## src/hdl/mpx2rgba_pkg.sv

```systemverilog
package mpx2rgba_pkg;

  localparam int PIX_W     = 32;
  localparam int CHAN_W    = 8;
  localparam int COLOR_W   = 24;
  localparam int IDX_W     = 8;
  localparam int BPP_W     = 3;
  localparam int SHIFT_W   = 5;
  localparam int RUN_W     = 6;
  localparam int CFG_IDX_W = 3;

  localparam int LAT       = 6;
  localparam int OUT_DEPTH = 8;
  localparam int OUT_AW    = $clog2(OUT_DEPTH);
  localparam int OUT_CW    = $clog2(OUT_DEPTH + 1);
  localparam int FQ_DEPTH  = 4;
  localparam int FQ_AW     = $clog2(FQ_DEPTH);
  localparam int FQ_CW     = $clog2(FQ_DEPTH + 1);

  localparam int SUM_W     = 13;
  localparam int MAG_W     = 22;
  localparam int MAG_SH    = 21;
  localparam int QP_W      = SUM_W + MAG_W;
  localparam int REM_W     = 7;
  localparam int KC_W      = 5;

  typedef enum logic [CFG_IDX_W-1:0] {
    CFG_BPP   = 3'd0,
    CFG_RED   = 3'd1,
    CFG_GREEN = 3'd2,
    CFG_BLUE  = 3'd3,
    CFG_ALPHA = 3'd4
  } cfg_idx_t;

  typedef enum logic [1:0] {
    KIND_PAL_WRITE,
    KIND_PAL_LOOKUP,
    KIND_CONVERT
  } kind_t;

  typedef struct packed {
    kind_t                kind;
    logic [PIX_W-1:0]     pix;
    logic [IDX_W-1:0]     idx;
    logic [COLOR_W-1:0]   color;
  } fe_item_t;

  typedef enum logic [1:0] {
    SC_IDLE,
    SC_SEEK,
    SC_RUN,
    SC_SKIP
  } scan_state_t;

  typedef struct packed {
    logic               zero;
    logic [SHIFT_W-1:0] sh;
    logic [RUN_W-1:0]   wd;
  } chan_dec_t;

  typedef struct packed {
    logic [CHAN_W-1:0] red;
    logic [CHAN_W-1:0] green;
    logic [CHAN_W-1:0] blue;
    logic [CHAN_W-1:0] alpha;
  } rgba_t;

  // residues of 2^(8k) mod (2^w - 1), reciprocal of 2^w - 1, inverse mod 256
  typedef struct packed {
    logic [KC_W-1:0]   c0;
    logic [KC_W-1:0]   c1;
    logic [KC_W-1:0]   c2;
    logic [KC_W-1:0]   c3;
    logic [MAG_W-1:0]  mag;
    logic [CHAN_W-1:0] inv;
  } div_k_t;

  function automatic div_k_t div_consts(input logic [2:0] w);
    div_k_t k;
    unique case (w)
      3'd1:    k = '{5'd0, 5'd0, 5'd0, 5'd0,  22'd2097152, 8'd1};
      3'd2:    k = '{5'd1, 5'd1, 5'd1, 5'd1,  22'd699051,  8'd171};
      3'd3:    k = '{5'd1, 5'd4, 5'd2, 5'd1,  22'd299594,  8'd183};
      3'd4:    k = '{5'd1, 5'd1, 5'd1, 5'd1,  22'd139811,  8'd239};
      3'd5:    k = '{5'd1, 5'd8, 5'd2, 5'd16, 22'd67651,   8'd223};
      3'd6:    k = '{5'd1, 5'd4, 5'd16, 5'd1, 22'd33289,   8'd191};
      3'd7:    k = '{5'd1, 5'd2, 5'd4, 5'd8,  22'd16514,   8'd127};
      default: k = '0;
    endcase
    return k;
  endfunction

endpackage

```

## src/hdl/mpx2rgba_mask_scan.sv

```systemverilog
module mpx2rgba_mask_scan import mpx2rgba_pkg::*; (
  input  logic             clk,
  input  logic             rst_n,
  input  logic             start,
  input  logic [PIX_W-1:0] mask,
  output chan_dec_t        dec,
  output logic             busy
);

  scan_state_t        state_r, state_nxt;
  logic [SHIFT_W-1:0] bit_r, bit_nxt;
  logic [SHIFT_W-1:0] sh_r, sh_nxt;
  logic [RUN_W-1:0]   wd_r, wd_nxt;
  logic               zero_r, zero_nxt;
  logic               b;

  always_ff @(posedge clk) begin
    if (!rst_n) begin
      state_r <= SC_SEEK;
      bit_r   <= '0;
      sh_r    <= '0;
      wd_r    <= '0;
      zero_r  <= 1'b0;
    end else begin
      state_r <= state_nxt;
      bit_r   <= bit_nxt;
      sh_r    <= sh_nxt;
      wd_r    <= wd_nxt;
      zero_r  <= zero_nxt;
    end
  end

  always_comb begin
    state_nxt = state_r;
    bit_nxt   = bit_r;
    sh_nxt    = sh_r;
    wd_nxt    = wd_r;
    zero_nxt  = zero_r;
    b         = mask[bit_r];
    unique case (state_r)
      SC_IDLE: begin
      end
      SC_SEEK: begin
        if (b) begin
          wd_nxt    = RUN_W'(1);
          state_nxt = SC_RUN;
        end else begin
          sh_nxt = sh_r + SHIFT_W'(1);
        end
      end
      SC_RUN: begin
        if (b) begin
          wd_nxt = wd_r + RUN_W'(1);
        end else begin
          state_nxt = SC_SKIP;
        end
      end
      SC_SKIP: begin
      end
      default: state_nxt = SC_IDLE;
    endcase
    if (state_r != SC_IDLE) begin
      bit_nxt = bit_r + SHIFT_W'(1);
      if (bit_r == '1) begin
        state_nxt = SC_IDLE;
        zero_nxt  = (state_r == SC_SEEK) && !b;
      end
    end
    if (start) begin
      state_nxt = SC_SEEK;
      bit_nxt   = '0;
      sh_nxt    = '0;
      wd_nxt    = '0;
      zero_nxt  = 1'b0;
    end
  end

  assign dec  = '{zero: zero_r, sh: sh_r, wd: wd_r};
  assign busy = (state_r != SC_IDLE);

endmodule

```

## config.mk

```make
export PLATFORM = sky130hd
export DESIGN_NAME = mpx2rgba_mask_scan
export DESIGN_NICKNAME = d
export VERILOG_FILES = /design/src/hdl/mpx2rgba_pkg.sv /design/src/hdl/mpx2rgba_mask_scan.sv
export SDC_FILE = /design/constraint.sdc
export NUM_CORES = 1
export LEC_CHECK = 0
export BUFFER_PORTS_ARGS = -buffer_cell sky130_fd_sc_hd__buf_4
export CORE_MARGIN = 4
export CORE_UTILIZATION = 53
export DETAILED_ROUTE_END_ITERATION = 10
export GPL_TIMING_DRIVEN = 0
export PLACE_DENSITY = 0.91
export SLEW_MARGIN = 20
export SYNTH_ARGS = -nofsm -noshare
export SYNTH_HDL_FRONTEND = slang
export SYNTH_SLANG_ARGS = --single-unit
```

## constraint.sdc

```tcl
create_clock -name clk -period 4.5 [get_ports clk]
set_input_delay 0.9 -clock clk [delete_from_list [all_inputs] [get_ports clk]]
set_output_delay 0.9 -clock clk [all_outputs]
set_load 0.005 [all_outputs]
```

==> metrics.yaml <==
status:
  status: "finished clean"
timing:
  slew_headroom_pct: 63.6
  finalHoldViolCount: 0
  setup_viol: 0
  maxSlewViolCount: 0
  fin_crit_ns: 2.39
  period_share_pct: 53.0
  worst-slew-pin-transition_ns: 0.546
  skew_ns: 0.0171
  fin_ws_ns: 2.11
  rsz0062_at_grt: "no"
  max_freq_ghz: 0.419
  tns_ns: 0
  holdWs_ns: 0.498
min_path:
  worstHoldStart: "sh_r[4]"
  holdCritPathClass: "register to register"
die:
  start_util_pct: 57.8
  die-height_um: 58.1
  dieArea_mm2: 0.00337
  rows: 17
  dieWidth_um: 58.1
  coreArea_mm2: 0.00230
  ios: 48
route:
  drt_iter0_drc: 36
  wl_met3_um: 184
  wl_met1_um: 1580
  via_count: 1455
  drc: 0
  ant_nets: 0
  totalWireLength_um: 3660
  dr.max_layer_used: "met4"
  routedWlPerCell_um: 15.3
  via_per_inst: 6.06
  drtPass1Iterations: 4
  wl_met2_um: 1850
yosys:
  synthFlopType: "dfxtp_1"
  synthArstFlopShare_pct: 0
  synth-edff-count: 0
  syn_nets: 203
  avgSynthCellArea_um2: 8.25
  yosys_warnings: 0
  synthCells: 161
  yosysUniqueCellTypes: 34
  netlist_area_mm2: 0.00133
  ys_seq_elements: 19
  seq_area_frac_synth_pct: 28.6
finish:
  instances_no_fill: 240
  syn2layout_area_growth_pct: 31.3
  final_common_cell: "buf_4"
  drive_gt1_share_pct: 27.4
  final_nets: 255
  mostFrequentLayoutCells: "buf_4, dfxtp_1, mux2i_1, nand2_1, a21oi_1"
  n_antenna_cell: 0
cts:
  cts_hold_buf: 0
  cts_tree: "yes"
  cts_resized: 0
  cts.path.max_buffers: 2
  numCtsBuffers: 3
  cts_sinks: 19
  cts-root-buf: "clkbuf_4"
  htreeDepth: 1
  cts_setup_buffers: 0
  worstSkewPairLatency_ns: 0.33
  clkTransAtPathRegs_ns: 0.13
worst_setup_path:
  crit_path_start: "state_r[0]"
  startpoint_type: "register"
  path_cells: "inv_1 -> ha_1 -> clkbuf_1 -> inv_1 -> buf_4"
  worstPathRequired_ns: 3.60
  rr_startpoint: "bit_r[2]"
  path_class: "register to primary output"
  cp_slowest_cell: "dfxtp_1"
  crit_fanout: 6
  cp_common_cell: "inv_1"
  crit_arrival_ns: 1.49
  endpoint_kind: "primary output"
  slowest_delay_ns: 0.34
placed_design:
  gp_congestion: 0.829
  place_ws_ns: 2.10
  dp_cells: 236
  port_buffers: 47
  dp_hpwl_um: 2860
global_route:
  antenna_found_initial: 0
  first_global_vias: 1423
  grt-ovfl-total: 0
  grt_max_degree: 12
  grt_usage_pct: 22.8
  grt_pass1_wl_um: 6060
flow_run:
  max_cap_viol_count: 0
power:
  ir_drop_uv: 185
  power_uw: 370
  leakage_nw: 0.727
  powerDensity_mw_per_mm2: 212
==> flip-flops by register name (all words and copies together) (netlist names) <==
signal	count
wd_r	6
zero_r	1
state_r	2
sh_r	5
bit_r	5
==> metrics by stage <==
step	utilization [%]	cell area, um^2
finish	75.9	1740
global route	75.9	1740
CTS	75.9	1740
detailed placement	74.7	1720
global placement	74.7	1720
floorplan	-	1330
==> per-layer routing <==
metal	vias up	GRT usage, %
met5	-	0
met4	0	10.6
met3	7	4.01
met2	45	38.7
met1	694	27.7
li1	709	-
==> report_power, final <==
group	switching [mW]	leakage [nW]	internal, mW
registers	0.00528	0.154	0.173
clock network	0.0622	0.0177	0.0334
logic	0.0500	0.555	0.0457
total	0.117	0.727	0.252
==> worst max-delay path: cells and delay by family, from the launching register on <==
| family | cells | cell delay [ns] |
|---|---|---|
| flops | 1 | 0.34 |
| fa+ha+maj | 1 | 0.17 |
| buf+inv | 4 | 0.65 |
==> final timing paths <==
path                   to  slack (ns)  depth (start not counted)
hold reg to reg   sh_r[4]        0.50                          2
setup / recovery     busy        2.11                          5
hold / removal    sh_r[4]        0.50                          2
setup reg to reg  wd_r[5]        2.45                          8
==> cells in the mapped netlist (all sizes together) (5+ instances only) <==
cell type | count | area share (%)
dfxtp | 19 | 29
clkbuf | 5 | 1.4
a21oi | 10 | 3.8
nand3 | 5 | 1.9
ha | 7 | 6.6
nand4 | 7 | 3.3
o21ai | 8 | 3.0
nor2 | 8 | 2.3
nand2 | 15 | 4.2
o31ai | 5 | 2.8
inv | 6 | 1.7
mux2i | 18 | 14
buf | 5 | 3.0
o211ai | 5 | 2.8
==> cell families after synthesis <==
| logic type | after synthesis | synth area share, % |
|---|---|---|
| mux | 18 | 13.6 |
| xor+xnor | 3 | 1.98 |
| buf+inv | 16 | 6.12 |
| compound gates | 41 | 20.5 |
| simple gates | 57 | 22.6 |
| flops | 19 | 28.6 |
| fa+ha+maj | 7 | 6.59 |
==> cell type report <==
cell class	instances	area, um^2
Inverter	6	22.5
Clock inverter	1	5.00
Multi-Input combinational cell	126	867
Buffer	10	58.8
Sequential cell	19	380
Clock buffer	3	22.5
Tap cell	28	35.0
Timing Repair Buffer	47	353
Fill cell	177	553
Power figures use the tool's default switching activity.
