File: config.mk
export PLATFORM = sky130hd
export DESIGN_NAME = mpx2rgba_front
export DESIGN_NICKNAME = d
export VERILOG_FILES = /design/src/hdl/mpx2rgba_pkg.sv /design/src/hdl/mpx2rgba_front.sv
export SDC_FILE = /design/constraint.sdc
export NUM_CORES = 1
export LEC_CHECK = 0
export ABC_AREA = 1
export BUFFER_PORTS_ARGS = -buffer_cell sky130_fd_sc_hd__buf_4
export CORE_AREA = 8 8 148 150
export DETAILED_ROUTE_END_ITERATION = 8
export DIE_AREA = 0 0 156 158
export GPL_TIMING_DRIVEN = 0
export PLACE_DENSITY = 0.79
export SYNTH_ARGS = -nofsm -noshare
export SYNTH_HDL_FRONTEND = slang
export SYNTH_SLANG_ARGS = --single-unit
File: constraint.sdc
create_clock -name clk -period 5.3 [get_ports clk]
set_clock_uncertainty 0.15 [all_clocks]
set_input_delay 0.265 -clock clk [delete_from_list [all_inputs] [get_ports clk]]
set_output_delay 0.265 -clock clk [all_outputs]
set_load 0.1 [all_outputs]
File: src/hdl/mpx2rgba_pkg.sv
package mpx2rgba_pkg;

  localparam int PIX_W     = 32;
  localparam int CHAN_W    = 8;
  localparam int COLOR_W   = 24;
  localparam int IDX_W     = 8;
  localparam int BPP_W     = 3;
  localparam int SHIFT_W   = 5;
  localparam int RUN_W     = 6;
  localparam int CFG_IDX_W = 3;

  localparam int LAT       = 6;
  localparam int OUT_DEPTH = 8;
  localparam int OUT_AW    = $clog2(OUT_DEPTH);
  localparam int OUT_CW    = $clog2(OUT_DEPTH + 1);
  localparam int FQ_DEPTH  = 4;
  localparam int FQ_AW     = $clog2(FQ_DEPTH);
  localparam int FQ_CW     = $clog2(FQ_DEPTH + 1);

  localparam int SUM_W     = 13;
  localparam int MAG_W     = 22;
  localparam int MAG_SH    = 21;
  localparam int QP_W      = SUM_W + MAG_W;
  localparam int REM_W     = 7;
  localparam int KC_W      = 5;

  typedef enum logic [CFG_IDX_W-1:0] {
    CFG_BPP   = 3'd0,
    CFG_RED   = 3'd1,
    CFG_GREEN = 3'd2,
    CFG_BLUE  = 3'd3,
    CFG_ALPHA = 3'd4
  } cfg_idx_t;

  typedef enum logic [1:0] {
    KIND_PAL_WRITE,
    KIND_PAL_LOOKUP,
    KIND_CONVERT
  } kind_t;

  typedef struct packed {
    kind_t                kind;
    logic [PIX_W-1:0]     pix;
    logic [IDX_W-1:0]     idx;
    logic [COLOR_W-1:0]   color;
  } fe_item_t;

  typedef enum logic [1:0] {
    SC_IDLE,
    SC_SEEK,
    SC_RUN,
    SC_SKIP
  } scan_state_t;

  typedef struct packed {
    logic               zero;
    logic [SHIFT_W-1:0] sh;
    logic [RUN_W-1:0]   wd;
  } chan_dec_t;

  typedef struct packed {
    logic [CHAN_W-1:0] red;
    logic [CHAN_W-1:0] green;
    logic [CHAN_W-1:0] blue;
    logic [CHAN_W-1:0] alpha;
  } rgba_t;

  // residues of 2^(8k) mod (2^w - 1), reciprocal of 2^w - 1, inverse mod 256
  typedef struct packed {
    logic [KC_W-1:0]   c0;
    logic [KC_W-1:0]   c1;
    logic [KC_W-1:0]   c2;
    logic [KC_W-1:0]   c3;
    logic [MAG_W-1:0]  mag;
    logic [CHAN_W-1:0] inv;
  } div_k_t;

  function automatic div_k_t div_consts(input logic [2:0] w);
    div_k_t k;
    unique case (w)
      3'd1:    k = '{5'd0, 5'd0, 5'd0, 5'd0,  22'd2097152, 8'd1};
      3'd2:    k = '{5'd1, 5'd1, 5'd1, 5'd1,  22'd699051,  8'd171};
      3'd3:    k = '{5'd1, 5'd4, 5'd2, 5'd1,  22'd299594,  8'd183};
      3'd4:    k = '{5'd1, 5'd1, 5'd1, 5'd1,  22'd139811,  8'd239};
      3'd5:    k = '{5'd1, 5'd8, 5'd2, 5'd16, 22'd67651,   8'd223};
      3'd6:    k = '{5'd1, 5'd4, 5'd16, 5'd1, 22'd33289,   8'd191};
      3'd7:    k = '{5'd1, 5'd2, 5'd4, 5'd8,  22'd16514,   8'd127};
      default: k = '0;
    endcase
    return k;
  endfunction

endpackage

File: src/hdl/mpx2rgba_front.sv
module mpx2rgba_front import mpx2rgba_pkg::*; (
  input  logic               clk,
  input  logic               rst_n,
  input  logic               push,
  output logic               full,
  input  logic               hold,
  input  logic               cmd,
  input  logic [PIX_W-1:0]   pix,
  input  logic [IDX_W-1:0]   idx,
  input  logic [COLOR_W-1:0] color,
  input  logic [BPP_W-1:0]   bpp,
  output logic               head_valid,
  output fe_item_t           head,
  input  logic               head_pop
);

  fe_item_t         fq_r [FQ_DEPTH];
  logic [FQ_AW-1:0] wp_r, rp_r;
  logic [FQ_CW-1:0] cnt_r, cnt_nxt;
  logic [PIX_W-1:0] pix_m;
  kind_t            kind;
  logic             keep;
  logic             enq;

  // classify: palette write, palette lookup, masked conversion, or drop
  always_comb begin
    pix_m = pix;
    kind  = KIND_CONVERT;
    keep  = 1'b1;
    if (!cmd) begin
      kind = KIND_PAL_WRITE;
    end else begin
      case (bpp)
        3'd1: begin
          kind  = KIND_PAL_LOOKUP;
          pix_m = {24'd0, pix[7:0]};
        end
        3'd2: pix_m = {16'd0, pix[15:0]};
        3'd3: pix_m = {8'd0, pix[23:0]};
        3'd4: pix_m = pix;
        default: keep = 1'b0;
      endcase
    end
  end

  assign full       = hold || (cnt_r == FQ_CW'(FQ_DEPTH));
  assign enq        = push && !full && keep;
  assign head_valid = (cnt_r != '0);
  assign head       = fq_r[rp_r];

  always_comb begin
    cnt_nxt = cnt_r;
    if (enq && !head_pop) begin
      cnt_nxt = cnt_r + FQ_CW'(1);
    end else if (!enq && head_pop) begin
      cnt_nxt = cnt_r - FQ_CW'(1);
    end
  end

  always_ff @(posedge clk) begin
    if (!rst_n) begin
      wp_r  <= '0;
      rp_r  <= '0;
      cnt_r <= '0;
    end else begin
      cnt_r <= cnt_nxt;
      if (enq) begin
        wp_r <= wp_r + FQ_AW'(1);
      end
      if (head_pop) begin
        rp_r <= rp_r + FQ_AW'(1);
      end
    end
  end

  always_ff @(posedge clk) begin
    if (enq) begin
      fq_r[wp_r] <= '{kind: kind, pix: pix_m, idx: idx, color: color};
    end
  end

endmodule

==> impl_metrics.yaml <==
timing:
  final.period_utilization: 0.531
  period_needed_ns: 2.82
  setup_viol: 0
  maxSlewHeadroom: 0.547
  fmax_ghz: 0.355
  rsz0062_at_grt: "no"
  hold_viol: 0
  slew_violations: 0
  worstMarginPinSlew_ns: 0.677
  holdWs_ns: 0.0590
  fin_setup_tns_ns: 0
synthesis:
  avgSynthCellArea_um2: 14.5
  ys_seq_elements: 273
  synth_mux_area_frac: 0
  synth_cell_type_count: 25
  synth_edf_count: 264
  syn-cell-area_um2: 11100
  synth_area_leader_cell: "edfxtp_1"
  synth_area_leaders: "edfxtp_1, o21ai_0, o22ai_2"
  synth_top_family_by_area: "compound AO/OA/AOI/OAI gates"
  synth_cells: 765
  synth_nets: 844
  yosys_warnings: 0
  synth-main-ff-cell: "edfxtp_1"
  synth_compound_area_frac: 0.126
  netlist.area_leader.share: 0.715
  async_flop_share: 0
  synth_simple_gate_area_frac: 0.0932
  synth-adder-area-share: 0.00745
  ys_seq_area_frac: 0.731
  synth_xor_xnor_area_share: 0
worst_setup_path:
  reg2reg_depth: 8
  cp_top_family: "simple AND/OR/NAND/NOR gates"
  reg2reg_slack_ns: 2.48
  critical_path_required_ns: 5.37
  worstPathArrival_ns: 2.89
  cp_common_cell: "nand2_1"
  cp-start-kind: "flop"
  cp.buffers_inverters: 2
  crit_chain: "nor2_1 -> nand2_1 -> nand2_1 -> nor2_1 -> nand2_1 -> nor2_4 -> buf_12 -> buf_12"
  cp-end-kind: "flop"
  regToRegStartpoint: "cnt_r[0]"
  crit_type: "reg -> reg"
  crit_path_top_delay_cell: "nor2_4"
  cp_max_fo: 24
  crit_path_max_incr_delay_ns: 0.62
  r2r-end: "fq_r[1][28]"
grt:
  grt_pass1_vias: 6957
  globalRoute.totalOverflow: 0
  track_usage: 0.191
  grt_start_max_net_pins: 31
  antenna_found_initial: 0
  grt_pass1_wl_um: 36600
hold_path:
  holdPathEnd: "fq_r[2][65]"
  hp-class: "in -> reg"
  whs_path_depth: 3
  hp-start: "cmd"
die:
  ios: 141
  num_rows: 52
  coreArea_um2: 19700
  dieArea_um2: 24600
  fp.dieW_um: 156
  die_y_um: 158
  start_util: 0.563
final_layout:
  layout_common_cells: "edfxtp_1, buf_4, o21ai_0, nor2_1, dlygate4sd3_1"
  drive_gt1_frac: 0.297
  fin_nets: 1086
  final_common_cell: "edfxtp_1"
  syn2layout_area_growth_pct: 27.7
  antenna_cells: 0
  fillers: 1248
  fin_cells: 1297
clock_tree:
  clk_path_buf_depth: 3
  post_cts_buffers: 0
  cts_resized: 0
  cts_buffers: 26
  path_clk_slew_ns: 0.06
  htree_levels: 1
  cts-root-buf: "clkbuf_16"
  cts_tree: "yes"
  cts_hold_buf: 66
  clk_latency_ns: 0.51
  clock-sinks: 273
power:
  power.leakage_nw: 5.12
  ir_drop_mv: 0.299
  cellPowerDensity_nw_per_um2: 372
routing:
  vias: 6882
  wirelength_um: 23900
  drc: 0
  top_layer_used: "met4"
  vias_per_cell: 5.31
  drtPass1Iterations: 5
  routedLengthMet1_um: 9800
  routedWlPerCell_um: 18.4
  dr_wl_met2_um: 12300
  initialDrtViolationCount: 448
  drtAntennaViolNets: 0
  route.met3.wl_um: 1440
run_status:
  status: "finished, final reports clean"
placed_design:
  dp_hpwl_um: 14900
  routabilityCongestion: 0.739
  place_inst: 1183
  io_buffers: 140
job:
  cap_violations: 0
==> cells in the mapped netlist (all sizes together), types with 4 or more instances <==
cell type and number:
edfxtp 264, nor2 147, o21ai 137, o22ai 66, inv 46, nand2 37, clkbuf 22, buf 20
dfxtp 9, a21oi 5, ha 5, nand3 4
==> kinds of logic after synthesis <==
kind of cell / after synthesis
adder cells (fa/ha/maj): 6
AO/OA/AOI/OAI: 209
buffers and inverters: 88
flip-flops: 273
AND/OR/NAND/NOR: 189
==> worst reg2reg max path: stages, from the launching register on <==
cell and delay (ns):
dfxtp_1 0.39, nor2_1 0.08, nand2_1 0.06, nand2_1 0.06
nor2_1 0.29, nand2_1 0.34, nor2_4 0.63, buf_12 0.29
buf_12 0.22
==> state kept, by name (all words and copies together), names as in the netlist, named ones only <==
| register | cells |
|---|---|
| rp_r | 2 |
| wp_r | 2 |
| fq_r | 264 |
| cnt_r | 3 |
==> where the power goes <==
group          switching [mW]  total (mW)  internal, mW  leakage (nW)
registers              0.0174        2.44          2.43          2.47
logic                   0.792        1.06         0.266          2.24
clock network           0.738        1.77          1.03         0.409
total                    1.55        5.27          3.72          5.12
==> through the flow <==
| stage | instance area [um^2] | util | power [mW] | setup WS, ns |
|---|---|---|---|---|
| finish | 14200 | 0.718 | 5.27 | 2.48 |
| global route | 14200 | 0.718 | 5.42 | 2.30 |
| CTS | 14200 | 0.718 | 5.29 | 2.40 |
| detailed placement | 12700 | 0.643 | 3.51 | 2.48 |
| global placement | 12500 | 0.633 | 3.49 | -1.27 |
| floorplan | 11100 | - | 3.25 | 0.249 |
==> worst max path at each step <==
stage,end,start,slack [ns],cells after the start
3_3_place_gp,fq_r[3][30],cnt_r[0],-1.27,6
5_1_grt,fq_r[1][27],cnt_r[1],2.30,8
4_1_cts,head[25],flop,2.40,5
6_report,fq_r[1][28],cnt_r[0],2.48,8
2_1_floorplan,fq_r[0][0],cnt_r[1],0.25,6
3_5_place_dp,fq_r[1][30],cnt_r[0],2.48,8
==> metal layers <==
metal	GRT usage	vias up
li1	-	3276
met1	0.240	3370
met3	0.0330	24
met5	0	-
met2	0.340	212
met4	0.0462	0
==> layout make-up <==
cell class                 count  area [um^2]  area share
buffer                        42          292      0.0206
clock buffer                  32          693      0.0489
clock inverter                16          141     0.00998
inverter                      46          178      0.0125
multi-input combinational    404         2540       0.180
sequential                   273         8110       0.572
tap                          270          338      0.0239
timing repair buffer         214         1870       0.132
Power figures use the tool's default switching activity.
